`src/hw/rtl/mbps_pkg.sv`:
```
// Shared widths, register indexes and reset values for the masked byte pattern scanner.
package mbps_pkg;

  localparam int unsigned DATA_W      = 8;
  localparam int unsigned ADDR_W      = 64;
  localparam int unsigned SIZE_W      = 29;
  localparam int unsigned LEN_W       = 5;
  localparam int unsigned MASK_W      = 16;
  localparam int unsigned CFG_DATA_W  = 64;
  localparam int unsigned CFG_IDX_W   = 3;
  localparam int unsigned CAP_W       = 33;

  // The pattern registers hold sixteen bytes at most.
  localparam int unsigned PATTERN_REG_BYTES = 16;

  localparam int unsigned        MAX_PATTERN_BYTES_DEF = 16;
  localparam logic [CAP_W-1:0]   REGION_SIZE_CAP_DEF   = 33'h0_1000_0000;

  localparam logic [SIZE_W-1:0]  REGION_SIZE_RST  = 29'd4096;
  localparam logic [LEN_W-1:0]   PATTERN_LEN_RST  = 5'd1;
  localparam logic [MASK_W-1:0]  EXACT_MASK_RST   = 16'hFFFF;

  typedef enum logic [CFG_IDX_W-1:0] {
    CFG_BASE_ADDRESS       = 3'd0,
    CFG_REGION_SIZE        = 3'd1,
    CFG_PATTERN_LENGTH     = 3'd2,
    CFG_PATTERN_LOW_BYTES  = 3'd3,
    CFG_PATTERN_HIGH_BYTES = 3'd4,
    CFG_EXACT_BYTE_MASK    = 3'd5
  } cfg_reg_t;

endpackage

```
`src/hw/rtl/mbps_ifs.sv`:
```
// Valid/ready channel interfaces for the scanner's input, result and configuration words.
interface mbps_in_if;
  import mbps_pkg::*;
  logic              valid;
  logic              ready;
  logic [DATA_W-1:0] data_byte;
  logic              readable;
  modport source (output valid, data_byte, readable, input ready);
  modport sink   (input valid, data_byte, readable, output ready);
endinterface

interface mbps_out_if;
  import mbps_pkg::*;
  logic              valid;
  logic              ready;
  logic [ADDR_W-1:0] match_address;
  logic              found;
  modport source (output valid, match_address, found, input ready);
  modport sink   (input valid, match_address, found, output ready);
endinterface

interface mbps_cfg_if;
  import mbps_pkg::*;
  logic                  valid;
  logic                  ready;
  logic [CFG_IDX_W-1:0]  reg_index;
  logic [CFG_DATA_W-1:0] write_data;
  modport source (output valid, reg_index, write_data, input ready);
  modport sink   (input valid, reg_index, write_data, output ready);
endinterface

```
`src/hw/rtl/masked_byte_pattern_scan.sv`:
```
// Top level of the wildcard masked byte pattern scanner.
//
// The scanner takes a memory region one byte word per cycle, in address order, each word
// flagged readable or not, and reports the first place where the programmed pattern of up
// to sixteen bytes matches. Pattern bytes whose bit in exact_byte_mask is clear match any
// value. An unreadable byte breaks the current run, so no match can span it, but it still
// counts toward the region size. On a match the block emits one result word with found set
// and the address base_address plus the offset of the match start; if the region ends
// without a match it emits found clear and a zero address. Either way the scan restarts
// for the next region. Each byte is compared while it sits in the input register and its
// result is loaded into the output register as the byte leaves that register, and a new byte
// is accepted every cycle while the compare stage is not stalled: all window positions are
// compared in parallel against the history registers, and the run and byte counters update
// in the same cycle. The compare stage stalls only when it has a result and the output
// register still holds an untaken one. Configuration is written through its own channel,
// always ready, and must only be written while no byte is in flight.
module masked_byte_pattern_scan #(
  parameter int unsigned                  MAX_PATTERN_BYTES = mbps_pkg::MAX_PATTERN_BYTES_DEF,
  parameter logic [mbps_pkg::CAP_W-1:0]   REGION_SIZE_CAP   = mbps_pkg::REGION_SIZE_CAP_DEF
) (
  input  logic        clk,
  input  logic        rst,
  mbps_cfg_if.sink    cfg,
  mbps_in_if.sink     scan_in,
  mbps_out_if.source  scan_out
);
  import mbps_pkg::*;

  // Window depth actually used: the pattern registers cap it at sixteen bytes.
  localparam int unsigned PAT_LIMIT =
    (MAX_PATTERN_BYTES < PATTERN_REG_BYTES) ? MAX_PATTERN_BYTES : PATTERN_REG_BYTES;
  localparam logic [LEN_W-1:0] PAT_LIMIT_L = LEN_W'(PAT_LIMIT);

  // Configuration registers.
  logic [ADDR_W-1:0] base_address;
  logic [SIZE_W-1:0] region_size;
  logic [LEN_W-1:0]  pattern_length;
  logic [63:0]       pattern_low_bytes;
  logic [63:0]       pattern_high_bytes;
  logic [MASK_W-1:0] exact_byte_mask;

  // Input register.
  logic              s1_valid;
  logic [DATA_W-1:0] s1_byte;
  logic              s1_readable;

  // Scan state. The history holds the newest readable bytes; only bytes of the current
  // readable run are ever compared, so it needs no reset.
  logic [DATA_W-1:0] history [PAT_LIMIT];
  logic [LEN_W-1:0]  run_len;
  logic [SIZE_W-1:0] bytes_consumed;

  // Output register.
  logic              out_valid;
  logic [ADDR_W-1:0] out_address;
  logic              out_found;

  // Compare stage signals.
  logic [DATA_W-1:0]   history_next [PAT_LIMIT];
  logic [LEN_W-1:0]    run_len_next;
  logic [SIZE_W-1:0]   bytes_consumed_next;
  logic [LEN_W-1:0]    len_eff;
  logic [SIZE_W-1:0]   size_eff;
  logic [PAT_LIMIT-1:0] slot_ok;
  logic [127:0]        pattern_all;
  logic                match_hit;
  logic                region_end;
  logic                produce;
  logic                s1_fire;
  logic [ADDR_W-1:0]   hit_address;

  // The size register can never exceed the cap when the cap is above its range.
  always_comb begin
    if ({{(CAP_W-SIZE_W){1'b0}}, region_size} > REGION_SIZE_CAP) begin
      size_eff = REGION_SIZE_CAP[SIZE_W-1:0];
    end else if (region_size == '0) begin
      size_eff = SIZE_W'(1);
    end else begin
      size_eff = region_size;
    end
    len_eff = (pattern_length > PAT_LIMIT_L) ? PAT_LIMIT_L : pattern_length;
  end

  // Each window slot j (0 is the newest byte) lines up with pattern byte len-1-j.
  always_comb begin
    logic [LEN_W-1:0] pidx;
    pattern_all = {pattern_high_bytes, pattern_low_bytes};
    history_next[0] = s1_byte;
    for (int j = 1; j < PAT_LIMIT; j++) begin
      history_next[j] = history[j-1];
    end
    for (int j = 0; j < PAT_LIMIT; j++) begin
      pidx = len_eff - LEN_W'(1) - LEN_W'(j);
      if (LEN_W'(j) >= len_eff || !exact_byte_mask[pidx[3:0]]) begin
        slot_ok[j] = 1'b1;
      end else begin
        slot_ok[j] = (history_next[j] == pattern_all[{pidx[3:0], 3'b000} +: DATA_W]);
      end
    end

    if (!s1_readable) begin
      run_len_next = '0;
    end else if (run_len < PAT_LIMIT_L) begin
      run_len_next = run_len + LEN_W'(1);
    end else begin
      run_len_next = run_len;
    end

    bytes_consumed_next = bytes_consumed + SIZE_W'(1);
    match_hit  = s1_readable && (len_eff != '0) && (run_len_next >= len_eff) && (&slot_ok);
    region_end = (bytes_consumed_next >= size_eff);
    produce    = match_hit || region_end;
    hit_address = base_address +
                  ADDR_W'(bytes_consumed_next - {{(SIZE_W-LEN_W){1'b0}}, len_eff});
  end

  // A byte with no result never waits; one with a result waits for a free output register.
  assign s1_fire       = s1_valid && (!produce || !out_valid || scan_out.ready);
  assign scan_in.ready = !s1_valid || s1_fire;
  assign cfg.ready     = 1'b1;

  assign scan_out.valid         = out_valid;
  assign scan_out.match_address = out_address;
  assign scan_out.found         = out_found;

  // Configuration registers.
  always_ff @(posedge clk) begin
    if (rst) begin
      base_address       <= '0;
      region_size        <= REGION_SIZE_RST;
      pattern_length     <= PATTERN_LEN_RST;
      pattern_low_bytes  <= '0;
      pattern_high_bytes <= '0;
      exact_byte_mask    <= EXACT_MASK_RST;
    end else if (cfg.valid) begin
      unique case (cfg_reg_t'(cfg.reg_index))
        CFG_BASE_ADDRESS:       base_address       <= cfg.write_data;
        CFG_REGION_SIZE:        region_size        <= cfg.write_data[SIZE_W-1:0];
        CFG_PATTERN_LENGTH:     pattern_length     <= cfg.write_data[LEN_W-1:0];
        CFG_PATTERN_LOW_BYTES:  pattern_low_bytes  <= cfg.write_data;
        CFG_PATTERN_HIGH_BYTES: pattern_high_bytes <= cfg.write_data;
        CFG_EXACT_BYTE_MASK:    exact_byte_mask    <= cfg.write_data[MASK_W-1:0];
        default: begin
        end
      endcase
    end
  end

  // Input register.
  always_ff @(posedge clk) begin
    if (rst) begin
      s1_valid <= 1'b0;
    end else if (scan_in.valid && scan_in.ready) begin
      s1_valid <= 1'b1;
    end else if (s1_fire) begin
      s1_valid <= 1'b0;
    end
    if (scan_in.valid && scan_in.ready) begin
      s1_byte     <= scan_in.data_byte;
      s1_readable <= scan_in.readable;
    end
  end

  // History shifts only on readable bytes.
  always_ff @(posedge clk) begin
    if (s1_fire && s1_readable) begin
      history <= history_next;
    end
  end

  // Run and byte counters; both restart after every result.
  always_ff @(posedge clk) begin
    if (rst) begin
      run_len        <= '0;
      bytes_consumed <= '0;
    end else if (s1_fire) begin
      run_len        <= produce ? '0 : run_len_next;
      bytes_consumed <= produce ? '0 : bytes_consumed_next;
    end
  end

  // Output register. A match takes precedence over the end of the region.
  always_ff @(posedge clk) begin
    if (rst) begin
      out_valid <= 1'b0;
    end else if (s1_fire && produce) begin
      out_valid <= 1'b1;
    end else if (scan_out.ready) begin
      out_valid <= 1'b0;
    end
    if (s1_fire && produce) begin
      out_found   <= match_hit;
      out_address <= match_hit ? hit_address : '0;
    end
  end

  // The run count never passes the window depth.
  assert property (@(posedge clk) disable iff (rst) run_len <= PAT_LIMIT_L)
    else $error("run length above window depth");

  // Every result restarts the scan.
  assert property (@(posedge clk) disable iff (rst)
    (s1_fire && produce) |=> (run_len == '0 && bytes_consumed == '0))
    else $error("scan state not cleared after a result");

  // A byte held in the compare stage means the output register is full and stalled.
  assert property (@(posedge clk) disable iff (rst)
    (s1_valid && !s1_fire) |-> (out_valid && !scan_out.ready))
    else $error("compare stage stalled without a blocked result");

  // A region that ends without a match reports a zero address.
  assert property (@(posedge clk) disable iff (rst)
    (out_valid && !out_found) |-> (out_address == '0))
    else $error("nonzero address on a result without a match");

endmodule

```
`src/flat_wrapper.sv`:
```
// flat-port wrapper written by rule: the top's interface ports become plain ports
module masked_byte_pattern_scan_flat import mbps_pkg::*;
#(
  parameter int unsigned                  MAX_PATTERN_BYTES = mbps_pkg::MAX_PATTERN_BYTES_DEF,
  parameter logic [mbps_pkg::CAP_W-1:0]   REGION_SIZE_CAP   = mbps_pkg::REGION_SIZE_CAP_DEF
)
  (clk, rst, cfg_valid, cfg_reg_index, cfg_write_data, cfg_ready, scan_in_valid, scan_in_data_byte, scan_in_readable, scan_in_ready, scan_out_valid, scan_out_match_address, scan_out_found, scan_out_ready);
  mbps_cfg_if cfg_i ();
  mbps_in_if scan_in_i ();
  mbps_out_if scan_out_i ();
  input  logic clk;
  input  logic rst;
  input wire logic [$bits(cfg_i.valid)-1:0] cfg_valid;
  input wire logic [$bits(cfg_i.reg_index)-1:0] cfg_reg_index;
  input wire logic [$bits(cfg_i.write_data)-1:0] cfg_write_data;
  output wire logic [$bits(cfg_i.ready)-1:0] cfg_ready;
  input wire logic [$bits(scan_in_i.valid)-1:0] scan_in_valid;
  input wire logic [$bits(scan_in_i.data_byte)-1:0] scan_in_data_byte;
  input wire logic [$bits(scan_in_i.readable)-1:0] scan_in_readable;
  output wire logic [$bits(scan_in_i.ready)-1:0] scan_in_ready;
  output wire logic [$bits(scan_out_i.valid)-1:0] scan_out_valid;
  output wire logic [$bits(scan_out_i.match_address)-1:0] scan_out_match_address;
  output wire logic [$bits(scan_out_i.found)-1:0] scan_out_found;
  input wire logic [$bits(scan_out_i.ready)-1:0] scan_out_ready;
  assign cfg_i.valid = cfg_valid;
  assign cfg_i.reg_index = cfg_reg_index;
  assign cfg_i.write_data = cfg_write_data;
  assign cfg_ready = cfg_i.ready;
  assign scan_in_i.valid = scan_in_valid;
  assign scan_in_i.data_byte = scan_in_data_byte;
  assign scan_in_i.readable = scan_in_readable;
  assign scan_in_ready = scan_in_i.ready;
  assign scan_out_valid = scan_out_i.valid;
  assign scan_out_match_address = scan_out_i.match_address;
  assign scan_out_found = scan_out_i.found;
  assign scan_out_i.ready = scan_out_ready;
  masked_byte_pattern_scan #(.MAX_PATTERN_BYTES(MAX_PATTERN_BYTES), .REGION_SIZE_CAP(REGION_SIZE_CAP)) u_core (.clk(clk), .rst(rst), .cfg(cfg_i), .scan_in(scan_in_i), .scan_out(scan_out_i));
endmodule
```
`config.mk`:
```
export PLATFORM = sky130hd
export DESIGN_NAME = masked_byte_pattern_scan_flat
export DESIGN_NICKNAME = d
export VERILOG_FILES = /design/src/hw/rtl/mbps_pkg.sv /design/src/hw/rtl/mbps_ifs.sv /design/src/hw/rtl/masked_byte_pattern_scan.sv /design/src/flat_wrapper.sv
export SDC_FILE = /design/constraint.sdc
export NUM_CORES = 1
export LEC_CHECK = 0
export ABC_CLOCK_PERIOD_IN_PS = 12800
export BUFFER_PORTS_ARGS = -buffer_cell sky130_fd_sc_hd__buf_2
export CORE_MARGIN = 1.5
export CORE_UTILIZATION = 35
export DETAILED_ROUTE_END_ITERATION = 12
export MAX_ROUTING_LAYER = met4
export PLACE_DENSITY_LB_ADDON = 0.2
export SYNTH_ARGS = -nofsm -noshare
export SYNTH_HDL_FRONTEND = slang
export SYNTH_SLANG_ARGS = --single-unit
```
`constraint.sdc`:
```
create_clock -name clk -period 12.8 [get_ports clk]
set_input_delay 1.28 -clock clk [delete_from_list [all_inputs] [get_ports clk]]
set_output_delay 1.28 -clock clk [all_outputs]
set_load 0.02 [all_outputs]
```
---- Word level (Yosys, flattened, before mapping) ----
Cells that the tools add are included.
operators by class
  $add $sub $neg .......................... 20
  magnitude comparators ................... 37
  equal/unequal tests ..................... 21
  shift operators ......................... 16
  multiplexer cells ....................... 59
  reductions and logical operators ........ 58
operators by type and width
  kind                                                                                count
  128-bit by 8-bit indexed part select with 8-bit output                              16
  8-bit equality test                                                                 16
  29-bit 2-to-1 mux                                                                   3
  4-bit by 5-bit < comparator with 1-bit output, second input constant                16
  64-bit adder                                                                        1
  1-bit binary-select mux with 4-bit select                                           16
  4-bit by 5-bit greater-or-equal comparator with 1-bit output, first input constant  8
  1-bit 2-to-1 mux                                                                    36
  4-bit subtractor, second input constant                                             8
  29-bit by 5-bit subtractor with 30-bit output                                       1
  29-bit by 1-bit adder with 29-bit output, second input constant                     1
  29-bit greater-or-equal comparator                                                  1
  29-bit greater-than comparator, second input constant                               1
  29-bit logical NOT                                                                  1
  3-bit by 5-bit greater-or-equal comparator with 1-bit output, first input constant  4
  1-bit logical OR                                                                    20
  5-bit 2-to-1 mux                                                                    4
  1-bit logical NOT                                                                   19
  16-bit AND reduction                                                                1
  4-bit by 3-bit subtractor with 4-bit output, second input constant                  4
  2-bit AND reduction                                                                 6
  1-bit by 5-bit greater-or-equal comparator with 1-bit output, first input constant  2
  2-bit by 5-bit greater-or-equal comparator with 1-bit output, first input constant  2
  4-bit by 1-bit subtractor with 4-bit output, second input constant                  2
  12 further kinds                                                                    22
word-level totals
  bits in registers ....................... 472
  input port bits ......................... 81
  output and inout port bits .............. 68

---- Depth between registers and ports, before layout ----
  depth in word-level cells ............... 19
  depth in mapped cells ................... 34
  mapped depth without buffers ............ 29

---- Worst setup path after synthesis ----
No wires, ideal clock.
  path kind ............................... reg2reg
  from .................................... register u_core.pattern_length[4]
  to ...................................... register u_core.out_found (netlist: u_core.scan_out.found) (enable)
  library setup time ...................... 0.488 ns
  data arrival time ....................... 8.460 ns
  data required time ...................... 12.312 ns
  path slack .............................. 3.852 ns
  stages on the path, launching flop included .. 24
  path buffers ............................ 9
  cells stage by stage .................... dfxtp_1 buf_6 inv_2 nand2_2 buf_2 buf_2 ha_1 buf_4 clkinv_1 buf_1 buf_1 ha_1 buf_1 clkbuf_1 mux2i_1 mux4_2 xor2_1 nor4_1 a31oi_1 or4_1 buf_2 inv_2 o21ai_1 nor2_1
between the ends
  longest elaborated chain between the ends .. 17
  elaborated cells between the ends (all ways) .. 158
  classes of those cells .................. add/sub: 16; order compare: 18; eq/ne: 16; shift: 16; mux: 49; reduce/logical: 43
ends and longest elaborated chain
  element                                                                              RTL line                         text
  start: declaration                                                                   masked_byte_pattern_scan.sv:37   logic [LEN_W-1:0] pattern_length;
  start signal: assignment                                                             masked_byte_pattern_scan.sv:139  CFG_PATTERN_LENGTH: pattern_length <= cfg.write_data[LEN_W-1:0];
  5-bit greater-than comparator                                                        masked_byte_pattern_scan.sv:81   len_eff = (pattern_length > PAT_LIMIT_L) ? PAT_LIMIT_L : pattern_length;
  5-bit 2-to-1 mux *                                                                   masked_byte_pattern_scan.sv:81
  branches (longest 8 deep; another with 4-bit by 1-bit subtractor with 4-bit output)  -
  1-bit logical AND *                                                                  masked_byte_pattern_scan.sv:110  match_hit = s1_readable && (len_eff != '0) && (run_len_next >= len_eff) && (&slot_ok);
  named net u_core.match_hit                                                           masked_byte_pattern_scan.sv:66   logic match_hit;
  1-bit logical OR *                                                                   masked_byte_pattern_scan.sv:112  produce = match_hit || region_end;
  1-bit logical NOT                                                                    masked_byte_pattern_scan.sv:118  assign s1_fire = s1_valid && (!produce || !out_valid || scan_out.ready);
  1-bit logical OR (2 in series)                                                       masked_byte_pattern_scan.sv:118
  1-bit logical AND                                                                    masked_byte_pattern_scan.sv:118
  1-bit logical AND *                                                                  masked_byte_pattern_scan.sv:191  if (s1_fire && produce) begin
  end signal: assignment                                                               masked_byte_pattern_scan.sv:192  out_found <= match_hit;
  end: declaration                                                                     masked_byte_pattern_scan.sv:56   logic out_found;
Mark *: on every way through the listed nets, which the timed path passes. The select of a mux whose other input is x is not followed.
A chain may end at the register's enable or synchronous reset.

---- Worst setup path after layout ----
  from .................................... register u_core.pattern_length[4]
  to ...................................... register u_core.history[115] (netlist name) (enable)
between the ends
  longest elaborated chain between the ends .. 17
  elaborated cells between the ends (all ways) .. 158
  classes of those cells .................. add/sub: 16; order compare: 18; eq/ne: 16; shift: 16; mux: 49; reduce/logical: 43
ends and longest elaborated chain
  element                                                                              RTL line                         text
  5-bit greater-than comparator                                                        masked_byte_pattern_scan.sv:81
  5-bit 2-to-1 mux *                                                                   masked_byte_pattern_scan.sv:81
  branches (longest 8 deep; another with 4-bit by 1-bit subtractor with 4-bit output)  -
  1-bit logical AND *                                                                  masked_byte_pattern_scan.sv:110
  named net u_core.match_hit                                                           masked_byte_pattern_scan.sv:66
  1-bit logical OR *                                                                   masked_byte_pattern_scan.sv:112
  1-bit logical NOT *                                                                  masked_byte_pattern_scan.sv:118
  1-bit logical OR * (2 in series)                                                     masked_byte_pattern_scan.sv:118
  1-bit logical AND *                                                                  masked_byte_pattern_scan.sv:118
  1-bit logical AND *                                                                  masked_byte_pattern_scan.sv:166  if (s1_fire && s1_readable) begin
  end signal: assignment                                                               masked_byte_pattern_scan.sv:167  history <= history_next;
  end: declaration                                                                     masked_byte_pattern_scan.sv:49   logic [DATA_W-1:0] history [PAT_LIMIT];
Marks and branches as above.

==> results.md <==
Clocking:
- The number of clock sinks seen by CTS is 472.
- The number of buffers inserted by post-CTS setup repair is 0.
- The number of H-tree levels is 2.
- Clock-pin slew was measured on the worst setup and hold paths at 60 ps.
- Hold repair after CTS inserted 0 buffers.
- The clock latency of the later-clocked register in the worst-skew pair is 640 ps.
- The maximum buffer depth of the clock tree is 3.
- CTS placed an instance of sky130_fd_sc_hd__clkbuf_16 at the clock tree root.
- The TritonCTS clock tree is done.
- The post-cts repair resize count is 0.
- Clock tree synthesis inserted a total of 56 buffers.

Yosys:
- After synthesis, the share of cell area in mux cells is 18.3%.
- The synthesized net count is 3508.
- The share of synthesized cell area in full adder, half adder and majority cells is 4.78%.
- The synthesized netlist devotes 14.3% of its cell area to compound gates.
- The top flip-flop cell by instance count after synthesis is sky130_fd_sc_hd__dfxtp_1.
- Yosys printed 0 warnings.
- After synthesis the cells add up to 0.0312 mm².
- The share of the yosys chip area belonging to registers is 36.6%.
- The number of different library cells used by synthesis comes to 92.
- Synthesis produced 3310 cells.
- The synthesized design contains 472 register bits.
- The synthesized netlist devotes 16.6% of its cell area to simple gates.
- For this run, asynchronously set or reset flops after synthesis account for 0%.
- By area, the combinational part of the netlist is dominated by multiplexers.
- The synthesized design contains 194 enable-type register cells.
- Of the total synthesized cell area, the portion taken by XOR and XNOR cells is 5.48%.
- In this run the mean area of a mapped cell was 9.41 µm².

Power and ir drop:
- Summed over all cells, the static leakage comes to 12.9 nW.
- Dividing total power by cell area gives a power density of 117 mW/mm².
- VDD sags by at most 0.106 mV.

Die:
- Once the floorplan was initialized, standard cells occupied 35.3% of the core.
- The die outline height is 301 µm.
- The core box area is 0.0882 mm².
- After floorplanning, the core was divided into 109 placement rows.
- The die is 301 µm wide.
- The die footprint is 0.0908 mm².
- 149 I/O pins were placed.

STA:
- The transition time at the pin with the least slew margin is 1250 ps.
- The total count of hold-check failures in the final report is 0.
- The max-slew violation total from the final report came to 0.
- The final-layout setup total negative slack is 0 ps.
- Based on the critical path, the design can be clocked at up to 0.103 GHz.
- The post-route minimum period is 9740 ps.
- The final clock period utilization by the worst path is 76.1%.
- The final clock skew is 26.0 ps.
- The minimum hold slack is 461 ps.
- The count of endpoints failing setup in the final report is 0.
- The worst relative slew slack is 14.1%.
- Setup repair after global routing left no endpoint under its margin.

Global route:
- The residual overflow from global routing is 0.
- The number of antenna violations at the first check in global routing is 1.
- The via count of the first global-routing pass was 24600.
- Global routing used 25.7% of the available tracks.
- Entering global routing, the biggest net connects 91 pins.
- The wire length of the first global-routing pass is 168000 µm.

Setup path:
- Along the worst path, the maximum fanout reaches 84.
- The worst setup path is of the register to register kind.
- STA puts the critical path data required time at 13030 ps.
- The element type at the critical path start is a register.
- At the worst endpoint, the arrival time is 9980 ps.
- The worst setup path is captured at a register.

Placed design:
- Routability-driven placement finished with a final weighted congestion of 1.09.
- The port buffer count is 147.
- The sum of net half-perimeters after detailed placement is 87700 µm.

Finish:
- The final layout contains 3556 nets.
- The final core area utilization is 39.5%.
- The synthesis-to-layout area growth is 11.8%.
- Cells with a size suffix above 1 make up 13.3% of the layout.

Drt:
- The via density per instance is 5.79.
- The post-route antenna net violation count is 0.
- The number of detailed-route iterations in the first pass is 6.
- The routed via count is 26500.
- The count of routing violations after the opening detailed-route iteration is 2670.
- Wires add up to 116000 µm.
- After detailed routing, the number of remaining DRC violations is 0.
- The detail-routed net length per standard cell is 25.3 µm.

Worst hold path:
- The path type of the worst min-delay path is register to register.

Run status:
- The run finished with clean final reports.

Job:
- Across the run, the number of max-cap violations was 0.
metal layers:
layer,track usage [%],wire (µm),up-vias
met5,-,0,-
met4,10.2,5220,0
met3,3.58,8050,251
met2,38.4,51300,1023
met1,35.0,51100,12900
li1,-,-,12300
report_power, final:
part | internal (mW) | switching, mW
clock | 1.04 | 0.682
sequential | 1.60 | 0.0326
combinational | 0.270 | 0.469
total | 2.91 | 1.18
stage by stage:
stage	cells	worst slack [ps]	total power [mW]	area, µm²
after detailed placement	4465	3150	2.39	32800
after floorplan	3310	3850	2.18	31200
after CTS	4569	3120	4.12	34800
after global routing	4569	2370	4.25	34800
after global placement	4465	3290	2.39	32800
final	4571	3060	4.09	34800
synth_stat cells, drive strengths merged (20+ instances only):
| cell type | n | area (µm²) |
|---|---|---|
| nand2 | 603 | 2270 |
| a21oi | 338 | 1690 |
| mux2i | 301 | 3010 |
| dfxtp | 278 | 5570 |
| edfxtp | 194 | 5830 |
| clkbuf | 138 | 518 |
| xnor2 | 128 | 1150 |
| nor2 | 122 | 463 |
| mux4 | 116 | 2610 |
| ha | 115 | 1440 |
| o21ai | 82 | 410 |
| and3 | 71 | 444 |
| inv | 66 | 258 |
| buf | 65 | 440 |
| xor2 | 63 | 552 |
| nor3 | 61 | 305 |
| nand3 | 60 | 300 |
| a21o | 54 | 405 |
| nand4 | 39 | 244 |
| a21boi | 37 | 278 |
| nor4 | 35 | 219 |
| a22oi | 27 | 203 |
| nor2b | 25 | 164 |
| a31oi | 21 | 131 |
| nand2b | 20 | 133 |
layout make-up:
type                            count  area (µm²)
Multi-Input combinational cell   2567       18600
Inverter                           68         265
Clock inverter                     15         226
Tap cell                         1165        1460
Clock buffer                       89        1790
Antenna cell                        2        5.00
Timing Repair Buffer              193        1090
Sequential cell                   472       11400
Fill cell                        8825       53400
sequential cells by signal, indices dropped and copies added, names as in the netlist:
signal,flops
u_core.base_address,64
u_core.bytes_consumed,29
u_core.exact_byte_mask,16
u_core.history,120
u_core.pattern_high_bytes,64
u_core.pattern_length,5
u_core.pattern_low_bytes,64
u_core.region_size,29
u_core.run_len,5
u_core.s1_byte,8
u_core.s1_readable,1
u_core.s1_valid,1
u_core.scan_out.found,1
u_core.scan_out.match_address,64
u_core.scan_out.valid,1
worst paths after layout:
kind	cells after the start	slack [ps]	end	start
hold reg to reg	2	460	u_core.base_address[22]	u_core.base_address[22]
setup reg to reg	23	3060	u_core.history[115]	u_core.pattern_length[4]
hold / removal	2	460	u_core.base_address[22]	u_core.base_address[22]
setup / recovery	23	3060	u_core.history[115]	u_core.pattern_length[4]
cells by family after synthesis:
| logic type | Yosys count |
|---|---|
| buffers and inverters | 271 |
| other | 1 |
| flip-flops | 472 |
| adder cells (fa/ha/maj) | 118 |
| AND/OR/NAND/NOR | 1120 |
| AO/OA/AOI/OAI | 714 |
| XOR/XNOR | 191 |
| multiplexers | 423 |
cell usage in the layout (no fill, tap or decap), types with 17 or more instances in the layout:
cell type,count
sky130_fd_sc_hd__a31oi_1,21
sky130_fd_sc_hd__and3_1,70
sky130_fd_sc_hd__xnor2_1,125
sky130_fd_sc_hd__clkbuf_16,61
sky130_fd_sc_hd__nand2_1,601
sky130_fd_sc_hd__o2bb2ai_1,17
sky130_fd_sc_hd__or3_1,17
sky130_fd_sc_hd__ha_1,114
sky130_fd_sc_hd__buf_2,146
sky130_fd_sc_hd__o21bai_1,18
sky130_fd_sc_hd__nand3_1,60
sky130_fd_sc_hd__nor4_1,34
sky130_fd_sc_hd__nor2_1,117
sky130_fd_sc_hd__a21o_1,54
sky130_fd_sc_hd__o21a_1,18
sky130_fd_sc_hd__mux2i_1,301
sky130_fd_sc_hd__o21ai_0,76
sky130_fd_sc_hd__a21boi_0,36
sky130_fd_sc_hd__dfxtp_1,278
sky130_fd_sc_hd__inv_1,61
sky130_fd_sc_hd__xor2_1,63
sky130_fd_sc_hd__mux4_2,116
sky130_fd_sc_hd__a22oi_1,27
sky130_fd_sc_hd__nand2b_1,19
sky130_fd_sc_hd__edfxtp_1,194
sky130_fd_sc_hd__a21oi_1,337
sky130_fd_sc_hd__buf_4,46
sky130_fd_sc_hd__nor2b_1,24
sky130_fd_sc_hd__nand4_1,39
sky130_fd_sc_hd__nor3_1,59
critical path, stage by stage, from the launching register on:
cell and delay, ps:
sky130_fd_sc_hd__dfxtp_1 820, sky130_fd_sc_hd__inv_2 190, sky130_fd_sc_hd__nand2_2 250, sky130_fd_sc_hd__buf_4 570
sky130_fd_sc_hd__ha_1 370, sky130_fd_sc_hd__xnor2_4 130, sky130_fd_sc_hd__buf_4 490, sky130_fd_sc_hd__inv_2 510
sky130_fd_sc_hd__ha_1 370, sky130_fd_sc_hd__buf_4 260, sky130_fd_sc_hd__a21o_1 210, sky130_fd_sc_hd__or3_1 700
sky130_fd_sc_hd__a21boi_0 390, sky130_fd_sc_hd__o21ai_0 130, sky130_fd_sc_hd__nor4b_1 160, sky130_fd_sc_hd__and4_1 250
sky130_fd_sc_hd__o221a_1 220, sky130_fd_sc_hd__nand4_1 130, sky130_fd_sc_hd__or4_4 270, sky130_fd_sc_hd__buf_4 640
sky130_fd_sc_hd__inv_2 330, sky130_fd_sc_hd__o21ai_0 240, sky130_fd_sc_hd__and3_4 540, sky130_fd_sc_hd__buf_4 850
Power figures use the tool's default switching activity.
